## src/design/afts_pkg.sv

```systemverilog
package afts_pkg;

	// configuration port
	localparam int CFG_IDX_W  = 3;
	localparam int CFG_DATA_W = 60;

	// register indexes
	localparam logic [CFG_IDX_W-1:0] REG_GRID_WIDTH   = 3'd0;
	localparam logic [CFG_IDX_W-1:0] REG_GRID_HEIGHT  = 3'd1;
	localparam logic [CFG_IDX_W-1:0] REG_GRID_DEPTH   = 3'd2;
	localparam logic [CFG_IDX_W-1:0] REG_COURANT_SQ   = 3'd3;
	localparam logic [CFG_IDX_W-1:0] REG_REFL_GAIN    = 3'd4;
	localparam logic [CFG_IDX_W-1:0] REG_SOURCE_POS   = 3'd5;
	localparam logic [CFG_IDX_W-1:0] REG_RECEIVER_POS = 3'd6;
	localparam logic [CFG_IDX_W-1:0] REG_SOURCE_AMP   = 3'd7;

	// register reset values
	localparam logic [5:0]  RST_DIM        = 6'd32;
	localparam logic [14:0] RST_COURANT_SQ = 15'd21845;
	localparam logic [16:0] RST_REFL_GAIN  = 17'd65536;
	localparam logic [31:0] RST_SOURCE_AMP = 32'd16777216;

	// Q1.12 corner weight
	localparam int WGT_W = 13;
	localparam logic [WGT_W-1:0] WGT_ONE = 13'd4096;

	// datapath operations
	typedef logic [3:0] op_t;
	localparam op_t OP_NOP     = 4'd0;
	localparam op_t OP_CLR     = 4'd1;
	localparam op_t OP_SCLR    = 4'd2;
	localparam op_t OP_ACC_CLR = 4'd3;
	localparam op_t OP_ACC_ADD = 4'd4;
	localparam op_t OP_LAP     = 4'd5;
	localparam op_t OP_LMUL    = 4'd6;
	localparam op_t OP_LWR     = 4'd7;
	localparam op_t OP_GMUL    = 4'd8;
	localparam op_t OP_GWR     = 4'd9;
	localparam op_t OP_W0      = 4'd10;
	localparam op_t OP_W1      = 4'd11;
	localparam op_t OP_W2      = 4'd12;
	localparam op_t OP_INJ     = 4'd13;
	localparam op_t OP_RACC    = 4'd14;
	localparam op_t OP_SFIN    = 4'd15;

	typedef struct packed {
		op_t              op;
		logic             use_amp;
		logic             swap;
		logic [WGT_W-1:0] wx;
		logic [WGT_W-1:0] wy;
		logic [WGT_W-1:0] wz;
	} dp_cmd_t;

endpackage

```

## src/design/afts_ctrl.sv

```systemverilog
module afts_ctrl #(
	parameter int MAX_DIM = 32,
	parameter int AW      = $clog2(MAX_DIM * MAX_DIM * MAX_DIM)
) (
	input  logic              clk,
	input  logic              arst_n,
	input  logic              in_valid,
	output logic              in_ready,
	input  logic              start_run,
	output logic              out_valid,
	input  logic              out_ready,
	input  logic [5:0]        grid_width,
	input  logic [5:0]        grid_height,
	input  logic [5:0]        grid_depth,
	input  logic [59:0]       source_position,
	input  logic [59:0]       receiver_position,
	output afts_pkg::dp_cmd_t cmd,
	output logic [AW-1:0]     raddr,
	output logic [AW-1:0]     waddr
);

	import afts_pkg::*;

	localparam int CW    = $clog2(MAX_DIM);
	localparam int DW    = $clog2(MAX_DIM + 1);
	localparam int SLICE = MAX_DIM * MAX_DIM;
	localparam int CELLS = SLICE * MAX_DIM;

	localparam logic [2:0] S_RCLR = 3'd0;
	localparam logic [2:0] S_IDLE = 3'd1;
	localparam logic [2:0] S_CLR  = 3'd2;
	localparam logic [2:0] S_INT  = 3'd3;
	localparam logic [2:0] S_BND  = 3'd4;
	localparam logic [2:0] S_SRC  = 3'd5;
	localparam logic [2:0] S_RCV  = 3'd6;
	localparam logic [2:0] S_FIN  = 3'd7;

	// interior cell steps: six neighbor reads, center read, then math
	localparam logic [3:0] STEP_FIRST = 4'd0;
	localparam logic [3:0] STEP_CTR   = 4'd6;
	localparam logic [3:0] STEP_LAP   = 4'd7;
	localparam logic [3:0] STEP_MUL   = 4'd8;
	localparam logic [3:0] STEP_WR    = 4'd9;
	// boundary and corner steps
	localparam logic [3:0] STEP_B_MUL = 4'd1;
	localparam logic [3:0] STEP_B_WR  = 4'd2;
	localparam logic [3:0] STEP_C_W1  = 4'd1;
	localparam logic [3:0] STEP_C_W2  = 4'd2;
	localparam logic [3:0] STEP_C_WR  = 4'd3;

	logic [2:0]    state_q, state_d;
	logic [3:0]    step_q, step_d;
	logic [CW-1:0] x_q, y_q, z_q, x_d, y_d, z_d;
	logic [2:0]    k_q, k_d;
	logic [AW-1:0] cnt_q, cnt_d;
	logic          start_q, start_d;
	logic          out_valid_q, out_valid_d;

	logic [DW-1:0] dim_w, dim_h, dim_d;
	logic [31:0]   w32, h32, d32, x32, y32, z32;
	logic [31:0]   i32, n32, j32, c32, ra32, wa32;
	logic [31:0]   dimv [3];
	logic [31:0]   cc [3];
	logic [WGT_W-1:0] wgt [3];
	logic [59:0]   pos;
	logic [19:0]   coord;
	logic [31:0]   ip, lo, hi, fr, jx, jy, jz;
	logic          is_int, ix_end, iy_end, iz_end, bx_end, by_end, bz_end;

	function automatic logic [DW-1:0] use_dim(input logic [5:0] v);
		logic [31:0] t;
		t = 32'(v);
		if (t < 32'd3) begin
			t = 32'd3;
		end else if (t > 32'(MAX_DIM)) begin
			t = 32'(MAX_DIM);
		end
		return t[DW-1:0];
	endfunction

	assign dim_w = use_dim(grid_width);
	assign dim_h = use_dim(grid_height);
	assign dim_d = use_dim(grid_depth);

	// cell addresses for the current scan position
	always_comb begin
		w32 = 32'(dim_w);
		h32 = 32'(dim_h);
		d32 = 32'(dim_d);
		x32 = 32'(x_q);
		y32 = 32'(y_q);
		z32 = 32'(z_q);
		i32 = x32 + 32'(MAX_DIM) * y32 + 32'(SLICE) * z32;
		case (step_q)
			4'd0:    n32 = i32 - 32'd1;
			4'd1:    n32 = i32 + 32'd1;
			4'd2:    n32 = i32 - 32'(MAX_DIM);
			4'd3:    n32 = i32 + 32'(MAX_DIM);
			4'd4:    n32 = i32 - 32'(SLICE);
			4'd5:    n32 = i32 + 32'(SLICE);
			default: n32 = i32;
		endcase
		// clamp a boundary cell onto its interior neighbor
		jx = (x32 < 32'd1) ? 32'd1 : ((x32 > w32 - 32'd2) ? w32 - 32'd2 : x32);
		jy = (y32 < 32'd1) ? 32'd1 : ((y32 > h32 - 32'd2) ? h32 - 32'd2 : y32);
		jz = (z32 < 32'd1) ? 32'd1 : ((z32 > d32 - 32'd2) ? d32 - 32'd2 : z32);
		j32 = jx + 32'(MAX_DIM) * jy + 32'(SLICE) * jz;
		is_int = (x32 != 32'd0) && (x32 != w32 - 32'd1) && (y32 != 32'd0)
			&& (y32 != h32 - 32'd1) && (z32 != 32'd0) && (z32 != d32 - 32'd1);
		ix_end = (x32 == w32 - 32'd2);
		iy_end = (y32 == h32 - 32'd2);
		iz_end = (z32 == d32 - 32'd2);
		bx_end = (x32 == w32 - 32'd1);
		by_end = (y32 == h32 - 32'd1);
		bz_end = (z32 == d32 - 32'd1);
	end

	// trilinear corner k of the source or receiver position
	always_comb begin
		pos = (state_q == S_SRC) ? source_position : receiver_position;
		dimv[0] = w32;
		dimv[1] = h32;
		dimv[2] = d32;
		for (int a = 0; a < 3; a++) begin
			coord = pos[20*a +: 20];
			ip = 32'(coord[19:12]);
			lo = (ip < dimv[a] - 32'd1) ? ip : dimv[a] - 32'd1;
			hi = (lo + 32'd1 < dimv[a]) ? lo + 32'd1 : dimv[a] - 32'd1;
			fr = (hi == lo) ? 32'd0 : 32'(coord[11:0]);
			if (k_q[a]) begin
				cc[a]  = hi;
				wgt[a] = fr[WGT_W-1:0];
			end else begin
				cc[a]  = lo;
				wgt[a] = WGT_ONE - fr[WGT_W-1:0];
			end
		end
		c32 = cc[0] + 32'(MAX_DIM) * cc[1] + 32'(SLICE) * cc[2];
	end

	// sequence one tick
	always_comb begin
		state_d     = state_q;
		step_d      = step_q;
		x_d         = x_q;
		y_d         = y_q;
		z_d         = z_q;
		k_d         = k_q;
		cnt_d       = cnt_q;
		start_d     = start_q;
		out_valid_d = out_valid_q & ~out_ready;
		in_ready    = 1'b0;
		ra32        = i32;
		wa32        = i32;
		cmd         = '0;
		cmd.wx      = wgt[0];
		cmd.wy      = wgt[1];
		cmd.wz      = wgt[2];
		unique case (state_q) inside
			S_RCLR, S_CLR: begin
				cmd.op = OP_CLR;
				wa32 = 32'(cnt_q);
				if (cnt_q == AW'(CELLS - 1)) begin
					cnt_d   = '0;
					state_d = (state_q == S_RCLR) ? S_IDLE : S_INT;
				end else begin
					cnt_d = cnt_q + AW'(1);
				end
			end
			S_IDLE: begin
				in_ready = 1'b1;
				if (in_valid) begin
					cmd.op  = OP_SCLR;
					start_d = start_run;
					x_d     = CW'(1);
					y_d     = CW'(1);
					z_d     = CW'(1);
					step_d  = STEP_FIRST;
					state_d = start_run ? S_CLR : S_INT;
				end
			end
			S_INT: begin
				ra32 = n32;
				case (step_q) inside
					STEP_FIRST: cmd.op = OP_ACC_CLR;
					[4'd1:STEP_CTR]: cmd.op = OP_ACC_ADD;
					STEP_LAP: cmd.op = OP_LAP;
					STEP_MUL: cmd.op = OP_LMUL;
					default: cmd.op = OP_LWR;
				endcase
				if (step_q == STEP_WR) begin
					step_d = STEP_FIRST;
					if (!ix_end) begin
						x_d = x_q + CW'(1);
					end else begin
						x_d = CW'(1);
						if (!iy_end) begin
							y_d = y_q + CW'(1);
						end else begin
							y_d = CW'(1);
							if (!iz_end) begin
								z_d = z_q + CW'(1);
							end else begin
								x_d     = '0;
								y_d     = '0;
								z_d     = '0;
								state_d = S_BND;
							end
						end
					end
				end else begin
					step_d = step_q + 4'd1;
				end
			end
			S_BND: begin
				ra32 = j32;
				case (step_q)
					STEP_B_MUL: cmd.op = OP_GMUL;
					STEP_B_WR:  cmd.op = OP_GWR;
					default:    cmd.op = OP_NOP;
				endcase
				if (is_int || step_q == STEP_B_WR) begin
					step_d = STEP_FIRST;
					if (!bx_end) begin
						x_d = x_q + CW'(1);
					end else begin
						x_d = '0;
						if (!by_end) begin
							y_d = y_q + CW'(1);
						end else begin
							y_d = '0;
							if (!bz_end) begin
								z_d = z_q + CW'(1);
							end else begin
								k_d     = '0;
								state_d = start_q ? S_SRC : S_RCV;
							end
						end
					end
				end else begin
					step_d = step_q + 4'd1;
				end
			end
			S_SRC, S_RCV: begin
				ra32 = c32;
				wa32 = c32;
				cmd.use_amp = (state_q == S_SRC);
				case (step_q)
					STEP_C_W1: cmd.op = OP_W1;
					STEP_C_W2: cmd.op = OP_W2;
					STEP_C_WR: cmd.op = (state_q == S_SRC) ? OP_INJ : OP_RACC;
					default:   cmd.op = OP_W0;
				endcase
				if (step_q == STEP_C_WR) begin
					step_d = STEP_FIRST;
					k_d    = k_q + 3'd1;
					if (k_q == 3'd7) begin
						state_d = (state_q == S_SRC) ? S_RCV : S_FIN;
					end
				end else begin
					step_d = step_q + 4'd1;
				end
			end
			S_FIN: begin
				if (!out_valid_q || out_ready) begin
					cmd.op      = OP_SFIN;
					cmd.swap    = 1'b1;
					out_valid_d = 1'b1;
					state_d     = S_IDLE;
				end
			end
			default: begin
				state_d = S_IDLE;
			end
		endcase
	end

	// hold sequencer state
	always_ff @(posedge clk or negedge arst_n) begin
		if (!arst_n) begin
			state_q     <= S_RCLR;
			step_q      <= '0;
			x_q         <= '0;
			y_q         <= '0;
			z_q         <= '0;
			k_q         <= '0;
			cnt_q       <= '0;
			start_q     <= 1'b0;
			out_valid_q <= 1'b0;
		end else begin
			state_q     <= state_d;
			step_q      <= step_d;
			x_q         <= x_d;
			y_q         <= y_d;
			z_q         <= z_d;
			k_q         <= k_d;
			cnt_q       <= cnt_d;
			start_q     <= start_d;
			out_valid_q <= out_valid_d;
		end
	end

	assign raddr     = ra32[AW-1:0];
	assign waddr     = wa32[AW-1:0];
	assign out_valid = out_valid_q;

endmodule

```

## config.mk

```make
export PLATFORM = sky130hd
export DESIGN_NAME = afts_ctrl
export DESIGN_NICKNAME = d
export VERILOG_FILES = /design/src/design/afts_pkg.sv /design/src/design/afts_ctrl.sv
export SDC_FILE = /design/constraint.sdc
export NUM_CORES = 1
export LEC_CHECK = 0
export ABC_AREA = 1
export BUFFER_PORTS_ARGS = -buffer_cell sky130_fd_sc_hd__clkbuf_2
export CORE_ASPECT_RATIO = 1.75
export CORE_MARGIN = 1
export CORE_UTILIZATION = 64
export CTS_BUF_LIST = sky130_fd_sc_hd__clkbuf_8
export DETAILED_ROUTE_END_ITERATION = 6
export PLACE_DENSITY = 0.9
export SLEW_MARGIN = 20
export SYNTH_ARGS = -nofsm -noshare
export SYNTH_HDL_FRONTEND = slang
export SYNTH_SLANG_ARGS = --single-unit
```

## constraint.sdc

```tcl
create_clock -name clk -period 13.6 [get_ports clk]
set_input_delay 0 -clock clk [delete_from_list [all_inputs] [get_ports clk]]
set_output_delay 0 -clock clk [all_outputs]
set_load 0.02 [all_outputs]
```

; Yosys cells after proc, flatten, opt, wreduce, memory -nomap -nowiden
; Index checks and enable logic that the tools add are counted.
[totals]
reg_bits = 42
inputBits = 143
out_inout_bits = 77
elab_cells = 231
[op_classes]
n_addsub = 30
order_cmp = 20
n_eq_ne = 43
n_mux = 101
n_bitwise = 2
n_reduce_logical = 26
[op_table]
columns = operator, n
row1 = 5-bit by 32-bit == test with 1-bit output, 6
row2 = 32-bit two-way mux, 6
row3 = 5-bit two-way mux, 22
row4 = 32-bit by 1-bit adder with 32-bit output (second input constant), 3
row5 = 32-bit == test, 3
row6 = 5-bit by 32-bit greater-than comparator with 1-bit output, 3
row7 = 32-bit by 6-bit less-than comparator with 1-bit output, 3
row8 = 8-bit by 32-bit less-than comparator with 1-bit output, 3
row9 = 5-bit by 32-bit inequality test with 1-bit output, 3
row10 = 15-bit one-hot mux with 6 select lines, 1
row11 = 15-bit adder, 4
row12 = 15-bit two-way mux, 4
row13 = 60-bit two-way mux, 1
row14 = 3-bit two-way mux, 19
row15 = 15-bit one-hot mux with 3 select lines, 1
row16 = 5-bit one-hot mux with 3 select lines, 3
row17 = 13-bit two-way mux, 3
row18 = 13-bit by 12-bit subtractor with 13-bit output (first input constant), 3
row19 = 12-bit two-way mux, 3
row20 = 6-bit two-way mux, 6
row21 = 15-bit by 1-bit adder with 15-bit output (second input constant), 2
row22 = 10-bit two-way mux, 3
row23 = 15-bit one-hot mux with 2 select lines, 1
row24 = 4-bit one-hot mux with 6 select lines, 1
row25 = other kinds (52), 115

; Longest topological paths before layout
; Gate-level depths: netlist of the first run.
[depth]
word_depth = 13
ltp_mapped = 59
depth_no_buf = 59

; Worst setup path after synthesis of the first run
; Ideal clock, no wire load.
[synth_path]
path_kind = register to output
start = register state_q[2]
end = output port waddr[14]
t_arrival_ps = 6839
required_ps = 13600
path_slack_ps = 6761
path_stages_with_launch = 47
path_buffers = 6
cell_sequence = dfrtp_1 buf_2 nand3_4 clkbuf_1 clkbuf_1 clkbuf_1 buf_1 nand2_1 nand2_1 ha_1 inv_1 nand2_1 nor2_1 a211oi_1 nand2_2 nand2_4 buf_6 nand2_1 [11 not listed] a21oi_1 a21oi_1 ha_1 ha_1 inv_1 fa_1 o31ai_1 inv_1 nor2_1 nor2_1 o21bai_1 nand2_1 nand2_1 a21oi_1 xnor2_1 xnor2_1 nand2_1 o211ai_1
[synth_between]
elab_chain_len = 11
word_cells_on_any_way = 28
classes_between = 5 x add/sub / 6 x order compare / 3 x eq/ne / 11 x mux / 3 x reduce/logical
[synth_rtl]
columns = item, line_no
row1 = from (decl), afts_ctrl.sv:51  ; logic [2:0] state_q, state_d;
row2 = from (signal assigned), afts_ctrl.sv:291  ; state_q <= state_d;
row3 = 3-bit == test, afts_ctrl.sv:120  ; pos = (state_q == S_SRC) ? source_position : receiver_position;
row4 = 60-bit two-way mux, afts_ctrl.sv:120
row5 = 8-bit by 32-bit less-than comparator with 1-bit output, afts_ctrl.sv:127  ; lo = (ip < dimv[a] - 32'd1) ? ip : dimv[a] - 32'd1;
row6 = 32-bit two-way mux, afts_ctrl.sv:127
row7 = 32-bit by 1-bit adder with 32-bit output, afts_ctrl.sv:128  ; hi = (lo + 32'd1 < dimv[a]) ? lo + 32'd1 : dimv[a] - 32'd1;
row8 = 32-bit by 6-bit less-than comparator with 1-bit output, afts_ctrl.sv:128
row9 = 32-bit two-way mux, afts_ctrl.sv:128
row10 = 15-bit two-way mux / 10-bit two-way mux (equally long branches), afts_ctrl.sv:130  ; if (k_q[a]) begin
row11 = 15-bit adder (2 in series), afts_ctrl.sv:138  ; c32 = cc[0] + 32'(MAX_DIM) * cc[1] + 32'(SLICE) * cc[2];
row12 = 15-bit one-hot mux with 2 select lines *, afts_ctrl.sv:159  ; unique case (state_q) inside
row13 = to (decl), afts_ctrl.sv:19  ; output logic [AW-1:0] waddr
; Every way passes the cells marked *; elsewhere a longest branch is shown, timed or not.

; Worst setup path in the final report of the first run
; Same ends and word-level chain as after synthesis.

==> flow_metrics.tcl, run 1 <==
set metrics [dict create \
    cts_tree "yes" \
    vias_per_cell 5.97 \
    die_x_um 105 \
    ys_top_cells_by_area "nand2_1 18%, ha_1 16%, inv_1 9.9%" \
    tightest_slew_ps 964 \
    yosysTopAreaCell "nand2_1" \
    fmax_mhz 113 \
    async_reset_ff_frac 1.00 \
    post-place-ws_ps 5230 \
    drive_above_1_share 0.133 \
    synth_cells 2044 \
    end_kind "primary output" \
    path_delay_family "simple AND/OR/NAND/NOR gates" \
    cp.required_ps 13600 \
    drv_cap 0 \
    yosysWarnings 0 \
    grt_pass1_vias 14400 \
    slew_headroom 0.357 \
    area_growth_pct 12.7 \
    synth_top_family_by_area "simple AND/OR/NAND/NOR gates" \
    reg2reg_from "y_q[0]" \
    design_power_total_mw 1.07 \
    n_antenna_cell 0 \
    grt_pass1_wl_um 66700 \
    start_kind "flip-flop" \
    drc 0 \
    synth-simple-area-share 0.381 \
    power_density_nw_per_um2 78.9 \
    synth_fa_ha_area_frac 0.185 \
    min_to "start_q" \
    portBuffers 219 \
    holdCritStartpoint "in_valid" \
    clk_path_buf_depth 2 \
    ios 220 \
    synth_most_common_cell "nand2_1" \
    track_usage 0.431 \
    die_area_um2 19300 \
    p_clk_frac 0.083 \
    status "completed" \
    gp_congestion 1.02 \
    hold_path_class "input port to flip-flop" \
    reg2reg_slack_ps 9650 \
    hpwl_um 34700 \
    p_comb_frac 0.768 \
    setup_viol 0 \
    synth-edff-count 0 \
    period_share 0.649 \
    finalCriticalPeriod_ps 8830 \
    critPathArrivalTime_ps 8830 \
    crit_type "flip-flop to primary output" \
    hold_viol 0 \
    std_cell_rows 65 \
    cts-root-buf "clkbuf_8" \
    slew_viol_final 0 \
    synth_xor_area_frac 0.0468 \
    ys.flop_type "dfrtp_1" \
    final_nets 2603 \
    min_path_cells 3 \
    cts_buffers 5 \
    yosysTopAreaCellShare 0.182 \
    overflow 0 \
    crit_path_top_delay_cell "inv_2" \
    leakagePower_nw 7.66 \
    start_util 0.658 \
    grt_max_degree 73 \
    power_switching_share 0.582 \
    antenna_found_initial 1 \
    wl_um 41800 \
    synth_cell_types 58 \
    clkSinkCount 42 \
    synth-compound-area-share 0.176 \
    grt_setup_unrepaired "no" \
    die_h_um 183 \
    cp_max_fo 72 \
    r2r_end "z_q[4]" \
    cts.clk_slew.worst_paths_ps 90 \
    rr_worst_depth 13 \
    finClkSkew_ps 11.5 \
    ys_ff_latch 42 \
    muxShareOfSynthArea 0.00167 \
    h-tree-depth 2 \
    max_stage_delay_ps 1000 \
    yosys-top-cells-count "581 x nand2_1, 317 x inv_1, 196 x nor2_1" \
    drtIter0Drc 1193 \
    vias 15100 \
    avgSynthCellArea_um2 5.86 \
    ir_worst_vdd_v 0.0000748 \
    yosysSeqAreaShare 0.0877 \
    cpMostUsedCell "nand2_1" \
    switchingPower_uw 620 \
    crit_buf_inv 5 \
    setup_ws_ps 4770 \
    clock_latency_ps 320 \
    p_seq_frac 0.149 \
    syn_area_um2 12000 \
    internal-power_uw 446 \
    setup_tns_ps 0 \
    wl_per_cell_um 16.6 \
    fp.coreArea_um2 18200 \
    ant_nets 0 \
    first_pass_iters 7 \
]
## area by class of cell
cell class | count | area, um^2
Tap cell | 234 | 293
Sequential cell | 42 | 1050
Clock inverter | 3 | 21.3
Timing Repair Buffer | 225 | 1150
Fill cell | 1610 | 4710
Multi-Input combinational cell | 1689 | 9680
Clock buffer | 5 | 68.8
Inverter | 328 | 1240
## through the flow
stage,hold WS [ps],instance area [um^2],utilization,instances
detailed placement,109,13400,0.736,2516
global placement,101,13400,0.736,2516
floorplan,-296,12200,-,2102
finish,2.33,13500,0.742,2526
CTS,3.19,13500,0.742,2526
global route,14.5,13500,0.742,2526
## logic make-up after synthesis
group	Yosys count
DFF	42
AOI/OAI and AO/OA	343
and+or+nand+nor	1051
other	2
adders and majority gates	169
muxes	2
buffers and inverters	371
xor gates and xnor gates	64
## placed cells by master, fill, tap and decap left out, drive strengths merged, types with 15 or more instances in the layout
cell type  netlist  layout
o21ai          147     147
xor2            48      48
nand4           50      50
a21oi           85      85
nand3          133     133
inv            326     326
ha             156     156
nand2          606     606
o211ai          20      20
clkbuf          27     224
o221ai          15      15
xnor2           16      16
nor2           208     208
conb             2      60
nor3            23      23
dfrtp           42      42
## how the worst max path moves through the flow
stage	from	end	slack, ps	cells past startpoint
2_1_floorplan	state_q[2]	waddr[14]	6760	46
3_3_place_gp	state_q[2]	waddr[14]	5600	41
3_5_place_dp	state_q[2]	waddr[14]	5230	41
4_1_cts	state_q[2]	waddr[14]	4880	41
5_1_grt	state_q[2]	waddr[14]	3870	41
6_report	state_q[2]	waddr[14]	4770	40
## flip-flops by register name (all words and copies together), names as in the netlist
signal and flops:
x_q 5, start_q 1, out_valid 1, z_q 5, step_q 4, cnt_q 15, y_q 5, k_q 3
state_q 3
## what timing repair did
item,CTS,global route
gates resized for setup,0,0
buffers inserted,0,0
endpoints found under the hold margin,43,0
hold buffers,2,0
## per-layer routing
metal	vias up	track usage	part of all wire
met1	6718	0.420	0.33
li1	7165	-	-
met2	889	0.800	0.50
met5	-	0	0.00031
met4	2	0.336	0.089
met3	299	0.0665	0.078
## power groups by stage
stage,logic [mW],registers [mW],clock network (mW)
after floorplan,0.565,0.150,0
after global placement,0.769,0.158,0
after detailed placement,0.789,0.159,0
after CTS,0.794,0.156,0.0872
after global routing,0.900,0.160,0.0912
final,0.819,0.158,0.0885
## tightest hold or removal path: stages
cell      delay [ps]
clkbuf_2         100
nand2_1          100
o21ai_0           80
Power figures use the tool's default switching activity.
==> run 2: changes to the inputs <==
- CORE_UTILIZATION: 64 -> 54
- PLACE_DENSITY: 0.9 -> 0.81
- clock period: 13.6 -> 7.27 ns (I/O delays scaled with it)
==> flow_metrics.tcl, run 2 (synthesis gave the netlist of run 1 again) <==
set metrics [dict create \
    placed_cell_area_um2 13900 \
    slew_headroom 0.471 \
    cp.required_ps 7270 \
    gr-usage-met2 0.703 \
    hold_path_class "input port to flip-flop" \
    drtIter0Drc 940 \
    n_fill_cell 2080 \
    power_density_nw_per_um2 148 \
    crit_path_top_delay_cell "dfrtp_1" \
    cp_max_fo 7 \
    globalRouteMet3Util 0.0437 \
    cts_tree "yes" \
    mostFrequentLayoutCells "570 x nand2_1, 309 x inv_1, 216 x clkbuf_2, 189 x nor2_1, 151 x ha_1" \
    regMostFlops "cnt_q" \
    clock_latency_ps 310 \
    die_area_um2 22800 \
    grt_pass1_vias 14400 \
    crit_buf_inv 7 \
    clk_path_buf_depth 2 \
    ir_worst_vdd_v 0.0000927 \
    h-tree-depth 2 \
    ios 220 \
    largest_register_ffs 15 \
    p_comb_frac 0.752 \
    ant_nets 0 \
    grtUsageMet1 0.374 \
    finalCriticalPeriod_ps 7020 \
    fmax_mhz 143 \
    period_share 0.965 \
    start_util 0.555 \
    wl_um 43300 \
    cts_buffers 5 \
    p_seq_frac 0.138 \
    clkSinkCount 42 \
    power_switching_share 0.552 \
    cts.clk_slew.worst_paths_ps 100 \
    leakagePower_nw 8.08 \
    tightest_slew_ps 786 \
    grt_pass1_wl_um 67500 \
    final_common_cell "nand2_1" \
    hpwl_um 36000 \
    slew_viol_final 0 \
    die_h_um 199 \
    final_nets 2680 \
    finClkSkew_ps 4.00 \
    drive_above_1_share 0.184 \
    die_x_um 115 \
    vias 15100 \
    critPathArrivalTime_ps 7020 \
    internal-power_uw 962 \
    path_delay_family "simple AND/OR/NAND/NOR gates" \
    first_pass_iters 7 \
    switchingPower_mw 1.18 \
    cpMostUsedCell "nand2_1" \
    gp_congestion 1.08 \
    antenna_found_initial 0 \
    fp.coreArea_um2 21600 \
    cts-root-buf "clkbuf_8" \
    stdcell_area_um2 14500 \
    crit_type "flip-flop to primary output" \
    wl_per_cell_um 16.3 \
    hold_slack_ps 20.5 \
    vias_per_cell 5.68 \
    area_growth_pct 20.9 \
    grt_max_degree 43 \
    max_stage_delay_ps 440 \
    p_clk_frac 0.110 \
    portBuffers 219 \
    overflow 0 \
    status "completed" \
    setup_viol 0 \
    drv_cap 0 \
    track_usage 0.373 \
    std_cell_rows 71 \
    start_kind "flip-flop" \
    end_kind "primary output" \
    grt.busiest_layer "met2" \
    drc 0 \
    n_antenna_cell 0 \
    hold_viol 0 \
]
[run 2: tightest hold or removal path, stage by stage]
cell	delay, ps
clkbuf_2	100
nand2_1	100
o21ai_0	90
[run 2: through the flow]
| step | worst slack [ps] | setup TNS, ps | util | power [mW] | cells |
|---|---|---|---|---|---|
| after global placement | 170 | 0 | 0.642 | 1.80 | 2627 |
| after floorplan | 431 | 0 | - | 1.34 | 2102 |
| after global routing | -72.0 | -206 | 0.671 | 2.34 | 2661 |
| after detailed placement | -105 | -155 | 0.643 | 1.82 | 2627 |
| after CTS | 23.3 | 0 | 0.651 | 2.06 | 2638 |
| final | 253 | 0 | 0.671 | 2.14 | 2661 |
[run 2: cell type report]
class / count / area, um^2 / share of cell area
Multi-Input combinational cell: 1692 / 9940 / 0.686
Timing Repair Buffer: 299 / 1740 / 0.120
Inverter: 328 / 1250 / 0.0864
Sequential cell: 42 / 1050 / 0.0727
Tap cell: 292 / 365 / 0.0252
Clock buffer: 5 / 68.8 / 0.00475
Clock inverter: 3 / 68.8 / 0.00475
[run 2: path summary, 6_finish.rpt]
path                            slack (ps)  cells after the start        from    endpoint
worst min register to register         530                      2     start_q     start_q
worst max register to register        3330                     13      y_q[0]      z_q[4]
max in group asynchronous             6530                      2      arst_n  state_q[2]
min in group asynchronous              260                      2      arst_n   out_valid
worst max-delay path                   250                     40  state_q[1]   waddr[14]
worst min-delay path                    20                      3    in_valid     start_q
[run 2: power by group through the flow]
stage / registers [mW] / logic, mW / clock network (mW)
after CTS: 0.294 / 1.53 / 0.236
after global placement: 0.298 / 1.50 / 0
after global routing: 0.299 / 1.80 / 0.245
after floorplan: 0.281 / 1.06 / 0
final: 0.296 / 1.61 / 0.237
after detailed placement: 0.298 / 1.52 / 0
[run 2: layer usage]
metal  vias up  routed length (um)
met5         -                   0
met4         0                3460
met3       258                2600
met2       710               22100
met1      6822               15100
li1       7325                   -
[run 2: what timing repair did]
action,in CTS,in global routing
resized for setup,6,82
gates cloned,0,4
endpoints found under the setup margin,4,10
pin swaps,2,26
endpoints found under the hold margin,43,0
hold buffers,2,0
setup buffers,1,19
